$ cat config.mk
export PLATFORM = sky130hd
export DESIGN_NAME = bpa_ctrl
export DESIGN_NICKNAME = d
export VERILOG_FILES = /design/src/bpa_pkg.sv /design/src/bpa_ctrl.sv
export SDC_FILE = /design/constraint.sdc
export NUM_CORES = 1
export LEC_CHECK = 0
export ABC_AREA = 1
export BUFFER_PORTS_ARGS = -buffer_cell sky130_fd_sc_hd__buf_2
export CAP_MARGIN = 20
export CORE_MARGIN = 5
export CORE_UTILIZATION = 50
export CTS_CLUSTER_DIAMETER = 50
export DETAILED_ROUTE_END_ITERATION = 7
export MAX_ROUTING_LAYER = met4
export PLACE_DENSITY = 0.73
export SLEW_MARGIN = 20
export SYNTH_ARGS = -nofsm -noshare
export SYNTH_HDL_FRONTEND = slang
export SYNTH_SLANG_ARGS = --single-unit
export TNS_END_PERCENT = 50
$ cat constraint.sdc
create_clock -name clk -period 2 [get_ports clk]
set_input_delay 0.3 -clock clk [delete_from_list [all_inputs] [get_ports clk]]
set_output_delay 0.3 -clock clk [all_outputs]
set_load 0.005 [all_outputs]
$ cat src/bpa_pkg.sv
// ============================================================================
// bpa_pkg
// Shared constants, datapath commands, status and controller states for the
// buddy page allocator.
// ============================================================================
`default_nettype none

package bpa_pkg;

  localparam int MAX_ORD = 14;
  localparam int POOL    = 16384;
  localparam int PW      = $clog2(POOL);          // page index width
  localparam int LW      = PW + 1;                // link width, holds the empty marker
  localparam int CW      = 15;                    // page count width
  localparam int OW      = $clog2(MAX_ORD + 2);   // order counter width
  localparam int HW      = $clog2(MAX_ORD + 1);   // stored order / list index width
  localparam int XW      = CW + 2;                // range arithmetic width

  localparam logic [LW-1:0] NIL = LW'(POOL);

  localparam logic [1:0] ACT_ADD   = 2'd0;
  localparam logic [1:0] ACT_ALLOC = 2'd1;
  localparam logic [1:0] ACT_FREE  = 2'd2;

  typedef enum logic [4:0] {
    OP_NONE,
    OP_CLR,
    OP_LOAD,
    OP_DISP,
    OP_SCAN_RD,
    OP_SCAN_NEXT,
    OP_REWIND,
    OP_RESV_CLR,
    OP_ADD_BLK,
    OP_PUSH_A,
    OP_PUSH_B,
    OP_ALC_STEP,
    OP_ALC_TAKE,
    OP_SPLIT,
    OP_UL_RD,
    OP_UL_LAT,
    OP_UL_A,
    OP_UL_B,
    OP_UL_C,
    OP_ANC_RD,
    OP_ANC_NEXT,
    OP_MRG_RD,
    OP_MRG_TAKE,
    OP_MRG_UP,
    OP_MRG_PUSH,
    OP_FIN_OK,
    OP_FIN_FAIL
  } dp_op_t;

  typedef struct packed {
    logic [1:0] act;
    logic       disp_fail;
    logic       clr_last;
    logic       scan_last;
    logic       rd_resv;
    logic       rd_fhead;
    logic       ord_eq_a;
    logic       ord_eq_o;
    logic       rem_zero;
    logic       k_over;
    logic       head_k_live;
    logic       split_more;
    logic       a_over;
    logic       mrg_stop;
    logic       out_busy;
  } dp_stat_t;

  typedef enum logic [4:0] {
    S_CLR,
    S_IDLE,
    S_DISP,
    S_ADD_RD,
    S_ADD_CHK,
    S_ADD_REW,
    S_ADD_CLR,
    S_ADD_BLK,
    S_ADD_REM,
    S_ALC_FIND,
    S_ALC_SPLIT,
    S_FR_RD,
    S_FR_CHK,
    S_FR_ANC,
    S_FR_ANC_CHK,
    S_FR_MRG,
    S_FR_MRG_CHK,
    S_FR_MRG_UP,
    S_PUSH_A,
    S_PUSH_B,
    S_UL_RD,
    S_UL_LAT,
    S_UL_A,
    S_UL_B,
    S_UL_C,
    S_FIN_OK,
    S_FIN_FAIL
  } ctl_state_t;

endpackage

`default_nettype wire

$ cat src/bpa_ctrl.sv
// ============================================================================
// bpa_ctrl
// Allocator sequencer: clear pass, request decode, range scans, list push
// and unlink subroutines, split and merge walks, result hand-off.
// ============================================================================
`default_nettype none

module bpa_ctrl (
  input  logic              clk,
  input  logic              rst,
  input  logic              req_valid,
  output logic              req_ready,
  output bpa_pkg::dp_op_t   op,
  input  bpa_pkg::dp_stat_t stat
);
  import bpa_pkg::*;

  ctl_state_t state, state_next;
  ctl_state_t ret, ret_next;

  always_ff @(posedge clk) begin
    if (rst) begin
      state <= S_CLR;
      ret   <= S_IDLE;
    end else begin
      state <= state_next;
      ret   <= ret_next;
    end
  end

  always_comb begin
    state_next = state;
    ret_next   = ret;
    op         = OP_NONE;
    req_ready  = (state == S_IDLE);
    unique case (state)
      S_CLR: begin
        op = OP_CLR;
        if (stat.clr_last) state_next = S_IDLE;
      end
      S_IDLE: begin
        if (req_valid) begin
          op         = OP_LOAD;
          state_next = S_DISP;
        end
      end
      S_DISP: begin
        op = OP_DISP;
        if (stat.disp_fail) state_next = S_FIN_FAIL;
        else if (stat.act == ACT_ADD) state_next = S_ADD_RD;
        else if (stat.act == ACT_ALLOC) state_next = S_ALC_FIND;
        else state_next = S_FR_RD;
      end
      S_ADD_RD: begin
        op         = OP_SCAN_RD;
        state_next = S_ADD_CHK;
      end
      S_ADD_CHK: begin
        if (!stat.rd_resv) state_next = S_FIN_FAIL;
        else if (stat.scan_last) state_next = S_ADD_REW;
        else begin
          op         = OP_SCAN_NEXT;
          state_next = S_ADD_RD;
        end
      end
      S_ADD_REW: begin
        op         = OP_REWIND;
        state_next = S_ADD_CLR;
      end
      S_ADD_CLR: begin
        op = OP_RESV_CLR;
        if (stat.scan_last) state_next = S_ADD_BLK;
      end
      S_ADD_BLK: begin
        op         = OP_ADD_BLK;
        ret_next   = S_ADD_REM;
        state_next = S_PUSH_A;
      end
      S_ADD_REM: begin
        state_next = stat.rem_zero ? S_FIN_OK : S_ADD_BLK;
      end
      S_ALC_FIND: begin
        if (stat.k_over) state_next = S_FIN_FAIL;
        else if (stat.head_k_live) begin
          op         = OP_ALC_TAKE;
          ret_next   = S_ALC_SPLIT;
          state_next = S_UL_RD;
        end else op = OP_ALC_STEP;
      end
      S_ALC_SPLIT: begin
        if (stat.split_more) begin
          op         = OP_SPLIT;
          ret_next   = S_ALC_SPLIT;
          state_next = S_PUSH_A;
        end else state_next = S_FIN_OK;
      end
      S_FR_RD: begin
        op         = OP_SCAN_RD;
        state_next = S_FR_CHK;
      end
      S_FR_CHK: begin
        if (stat.rd_resv || stat.rd_fhead) state_next = S_FIN_FAIL;
        else if (stat.scan_last) state_next = S_FR_ANC;
        else begin
          op         = OP_SCAN_NEXT;
          state_next = S_FR_RD;
        end
      end
      S_FR_ANC: begin
        if (stat.a_over) state_next = S_FR_MRG;
        else begin
          op         = OP_ANC_RD;
          state_next = S_FR_ANC_CHK;
        end
      end
      S_FR_ANC_CHK: begin
        if (stat.rd_fhead && stat.ord_eq_a) state_next = S_FIN_FAIL;
        else begin
          op         = OP_ANC_NEXT;
          state_next = S_FR_ANC;
        end
      end
      S_FR_MRG: begin
        if (stat.mrg_stop) begin
          op         = OP_MRG_PUSH;
          ret_next   = S_FIN_OK;
          state_next = S_PUSH_A;
        end else begin
          op         = OP_MRG_RD;
          state_next = S_FR_MRG_CHK;
        end
      end
      S_FR_MRG_CHK: begin
        if (stat.rd_resv || !stat.rd_fhead || !stat.ord_eq_o) begin
          op         = OP_MRG_PUSH;
          ret_next   = S_FIN_OK;
          state_next = S_PUSH_A;
        end else begin
          op         = OP_MRG_TAKE;
          ret_next   = S_FR_MRG_UP;
          state_next = S_UL_RD;
        end
      end
      S_FR_MRG_UP: begin
        op         = OP_MRG_UP;
        state_next = S_FR_MRG;
      end
      S_PUSH_A: begin
        op         = OP_PUSH_A;
        state_next = S_PUSH_B;
      end
      S_PUSH_B: begin
        op         = OP_PUSH_B;
        state_next = ret;
      end
      S_UL_RD: begin
        op         = OP_UL_RD;
        state_next = S_UL_LAT;
      end
      S_UL_LAT: begin
        op         = OP_UL_LAT;
        state_next = S_UL_A;
      end
      S_UL_A: begin
        op         = OP_UL_A;
        state_next = S_UL_B;
      end
      S_UL_B: begin
        op         = OP_UL_B;
        state_next = S_UL_C;
      end
      S_UL_C: begin
        op         = OP_UL_C;
        state_next = ret;
      end
      S_FIN_OK: begin
        if (!stat.out_busy) begin
          op         = OP_FIN_OK;
          state_next = S_IDLE;
        end
      end
      S_FIN_FAIL: begin
        if (!stat.out_busy) begin
          op         = OP_FIN_FAIL;
          state_next = S_IDLE;
        end
      end
      default: state_next = S_IDLE;
    endcase
  end

endmodule

`default_nettype wire

# After elaboration in Yosys (flattened, before gate mapping)
# Cells that the tools add are included.
[op_classes] muxes=40 n_reduce_logical=14 eq_ne=36
[ops] cell="$pmux 5 s25" n=2
[ops] cell="$mux 5" n=20
[ops] cell="$eq 5x5->1 const B" n=11
[ops] cell="$eq 5x4->1 const B" n=8
[ops] cell="$mux 4" n=7
[ops] cell="$pmux 5 s5" n=1
[ops] cell="$eq 5x3->1 const B" n=4
[ops] cell="$mux 3" n=6
[ops] cell="$ne 2x2->1 const B" n=8
[ops] cell="$eq 5x2->1 const B" n=2
[ops] cell="$reduce_and 5->1" n=2
[ops] cell="$mux 2" n=3
[ops] cell="$reduce_or 2->1" n=3
[ops] cell="$eq 5x1->1 const B" n=1
[ops] cell="$logic_not 5->1" n=1
[ops] cell="$reduce_bool 5->1" n=1
[ops] cell="$logic_or 1x1->1" n=3
[ops] cell="$ne 3x3->1 const B" n=1
[ops] cell="$eq 2x1->1 const B" n=1
[ops] cell="$logic_not 1->1" n=2
[ops] cell="$logic_not 2->1" n=1
[ops] cell="$logic_and 1x1->1" n=1
[ops] cell="$mux 1" n=1
[totals] input_bits=19 elab_cells=92 ff_bits=10

# Logic depth before layout (Yosys ltp)
[depth] ltp_word=5 depth_mapped=12 mapped_depth_nobuf=11

# Worst setup path after synthesis
# Ideal clock, no wire load.
[synth_path] kind="register -> output" from="register state[1]" to="output port op[0]" path_stages_with_launch=9 arrival_time_ns=1.292 slack_ns=0.408 cell_sequence="dfxtp_1 buf_2 nor2_2 nand2_2 nor2_1 nand2_1 a21oi_1 nor3_1 nand3_1"
[synth_via] elab_chain_cells=3
[synth_lines] element="start, declared" line="bpa_ctrl.sv:18" text="ctl_state_t state, state_next;"
[synth_lines] element="start signal, assigned" line="bpa_ctrl.sv:26" text="state <= state_next;"
[synth_lines] element="$eq 5x4->1 or $eq 5x2->1 (tied branches)" line="bpa_ctrl.sv:36" text="unique case (state)"
[synth_lines] element="$reduce_or 2->1 (no source line)"
[synth_lines] element="$pmux 5 s25 (*)" line="bpa_ctrl.sv:36"
[synth_lines] element="end, declared" line="bpa_ctrl.sv:13" text="output bpa_pkg::dp_op_t op,"
# Mark *: on every way between the ends. The rest lies on a longest branch, timed or not.

# Worst setup path after layout
[layout_path] from="register state[1]" to="output port op[1]"
# Same word-level chain as after synthesis.

==> metrics.txt <==
Sw Share between 50% and 60%; leakage power between 0.9 and 1 nW; Levels on crit path 9; Final HPWL DP 3798 um; WP data arrival 1.63 ns; ys async rst share 0%; Crit Path Category register to primary output; Top Metal Used met4; most frequent cell on the critical path nor2_4; first drt pass iteration count 6; detailed-route DRC error count 0; GRT Util Overall between 20% and 30%; DRT met1 WL 1845 um; met2 WL 2112 um; Hold WC Path Type input port to register; met3 WL roughly 530 um; CTS Buf Count 3; pin count of the biggest net entering global routing 15; Placer Congestion around 1.0; number of global-route vias before repair between 1500 and 2000; leading post-synthesis cells by cell area nand2_1 20%, nor2_1 15%, dfxtp_1 14%, nand3_1 12%, inv_1 5.7%; vias per cell 5.769; Ys Warns 0; post-synthesis mux area share 0%; Post-Syn Area 1306 um2; Synth Area in Simple Gates 70.11%; Inserted Diodes 0; post-synth top area cell nand2_1; Crit. End Element primary output; CP bufs+invs 3; routed len/inst ~15 um; cell total after placement 307; outcome complete, no violations; htree depth 1; Mapped Nets 271; Max Cap Violations 0; Sink Count 9; crit-path max cell delay 0.38 ns; Yosys cell types 23; total power draw 1.709 mW; row cnt 18; P per Cell Area approximately 1000 nW/um2; Final Non-Filler Cells 316; Rel. slew slack 76.98%; Final Critical Period 1.933 ns; Critical Path End op[1]; xor/xnor cell area share of the yosys netlist 0%; IO buf count 24; vias 1823; share of layout cells above drive strength 1 34.97%; I/O Pins 25; register area share after synthesis between 10% and 20%; Die Wd 61.11 um; clock power share 8.7%; Initial DRC Count 193; Yosys top cell area share 19.83%; Final Worst Setup Slack roughly 0.067 ns; number of antenna violations at the first check in global routing 0; nets slightly above 300; largest family of logic cells by synthesized area simple AND/OR/NAND/NOR gates; first-pass GRT wire length 7320 um; Internal 770.9 uW; final hold vios 0; Adder-Cell Fraction of Synth Area 0%; CP max stage cell dfxtp_4; Worst Setup SP state[1]; worst-path cell chain buf_6 -> nor2_4 -> nand2_4 -> nor2_4 -> nand3_2 -> nand2_1 -> inv_2 -> nand4_1 -> buf_2; core footprint 2477 um2; CTS max path bufs 2; NetSw 937.7 uW; Reg power frac 18.8%; syn_area_per_cell 5.184 um2; gr ovfl total 0; #FFs+latches synth 9; Initial Util between 50% and 60%; Comb pwr share 72.5%; fin. max-slew vios 0; Final Skew 0.005253 ns; top_reg_cell synth dfxtp_1; routed wire length around 4600 um; clock root cell clkbuf_4; Place WS approximately 0.18 ns; cts hold-fix bufs 0; Post-synth EDFFs 0; min-delay src rst; cell count after synthesis between 200 and 300; Synth-to-Final Area Change 31.23%; VDD IR max ~1.1 mV; internal reg-to-reg setup slack 0.36 ns; Final period util 96.64%; Post-Place Cell Area 1479 um2; most frequent cells in the layout 64 x nand2_1, 50 x nor2_1, 26 x nand3_1; Clock Latency Late Sink 0.27 ns; die height ~61 um; Max Clk Rate slightly above 500 MHz; worst-case reg-to-reg path depth 12; CTS tree built; WHS Path Cells 2; die area 3734 um2; setup violators final 0; worst r2r src state[1]; startpoint types register; Largest delay share family, worst path simple AND/OR/NAND/NOR gates; Synth Area in Compound Gates approximately 6.9%; Post-DRT Antenna Nets 0; final setup TNS 0 ns; Finished Cell Area 1714 um2; r2r endpoint ret[0]; most common cell after layout, fill and taps aside nand2_1; Tightest Pin Transition 0.3434 ns; clk slew on worst S/H paths around 0.070 ns; Max FO, Critical Path 6; worst endpoint required time 1.70 ns
==> worst min-delay path by stage <==
| stage | to |
|---|---|
| 2_1_floorplan | ret[4] |
| 3_3_place_gp | ret[3] |
| 3_5_place_dp | ret[0] |
| 4_1_cts | ret[4] |
| 5_1_grt | ret[4] |
| 6_report | state[2] |
==> cell type report <==
type | count | area [um2]
multi-input cells | 212 | 1154
inverters | 28 | 107.6
fillers | 251 | 763.2
flip-flops and latches | 9 | 193.9
clock buffers | 4 | 26.28
well taps | 30 | 37.54
repair buffers | 33 | 195.2
==> cells by family (layout without fill, tap and decap cells) <==
family | count (synthesis) | after routing
simple gates | 198 | 198
compound gates | 14 | 14
buf+inv | 31 | 65
flops | 9 | 9
==> through the flow <==
step	hold WS (ns)	util, %
after detailed placement	0.4649	59.70
after CTS	0.2725	61.31
after global routing	0.2869	69.19
final	0.2709	69.19
after global placement	0.4536	59.70
after floorplan	0.3624	-
==> metal layers <==
metal  vias up  GRT usage [%]
met5         -              -
met4         0          9.288
met3        24          3.354
met2       130          44.41
met1       781          34.50
li1        888              -
==> power by group through the flow <==
| stage | registers, mW | logic [mW] | clock network (mW) |
|---|---|---|---|
| final | 0.321 | 1.24 | 0.148 |
| after global routing | 0.330 | 1.36 | 0.163 |
| after CTS | 0.302 | 1.04 | 0.152 |
| after detailed placement | 0.297 | 1.02 | 0 |
| after global placement | 0.296 | 1.03 | 0 |
| after floorplan | 0.286 | 0.725 | 0 |
==> sequential cells by signal (all words and copies together), names as in the netlist <==
signal	cells
ret	4
state	5
==> Yosys cell counts (2+ instances only) <==
library cell / number
nand3_1: 31
nand4_1: 6
dfxtp_1: 9
nor2_4: 3
nand2_2: 7
o21ai_2: 2
nor2_2: 11
nand3_2: 4
nor3_1: 13
nor2_1: 52
inv_2: 8
inv_1: 20
buf_2: 3
nand2_1: 69
a21oi_1: 6
==> timing repair <==
item | in CTS | in global routing
endpoints found under the hold margin | 0 | 0
gates cloned | 0 | 0
setup endpoints to repair | 4 | 4
pin swaps | 0 | 8
resized for setup | 5 | 41
setup buffers | 0 | 5
No activity file was read; power rests on OpenSTA's default activity.
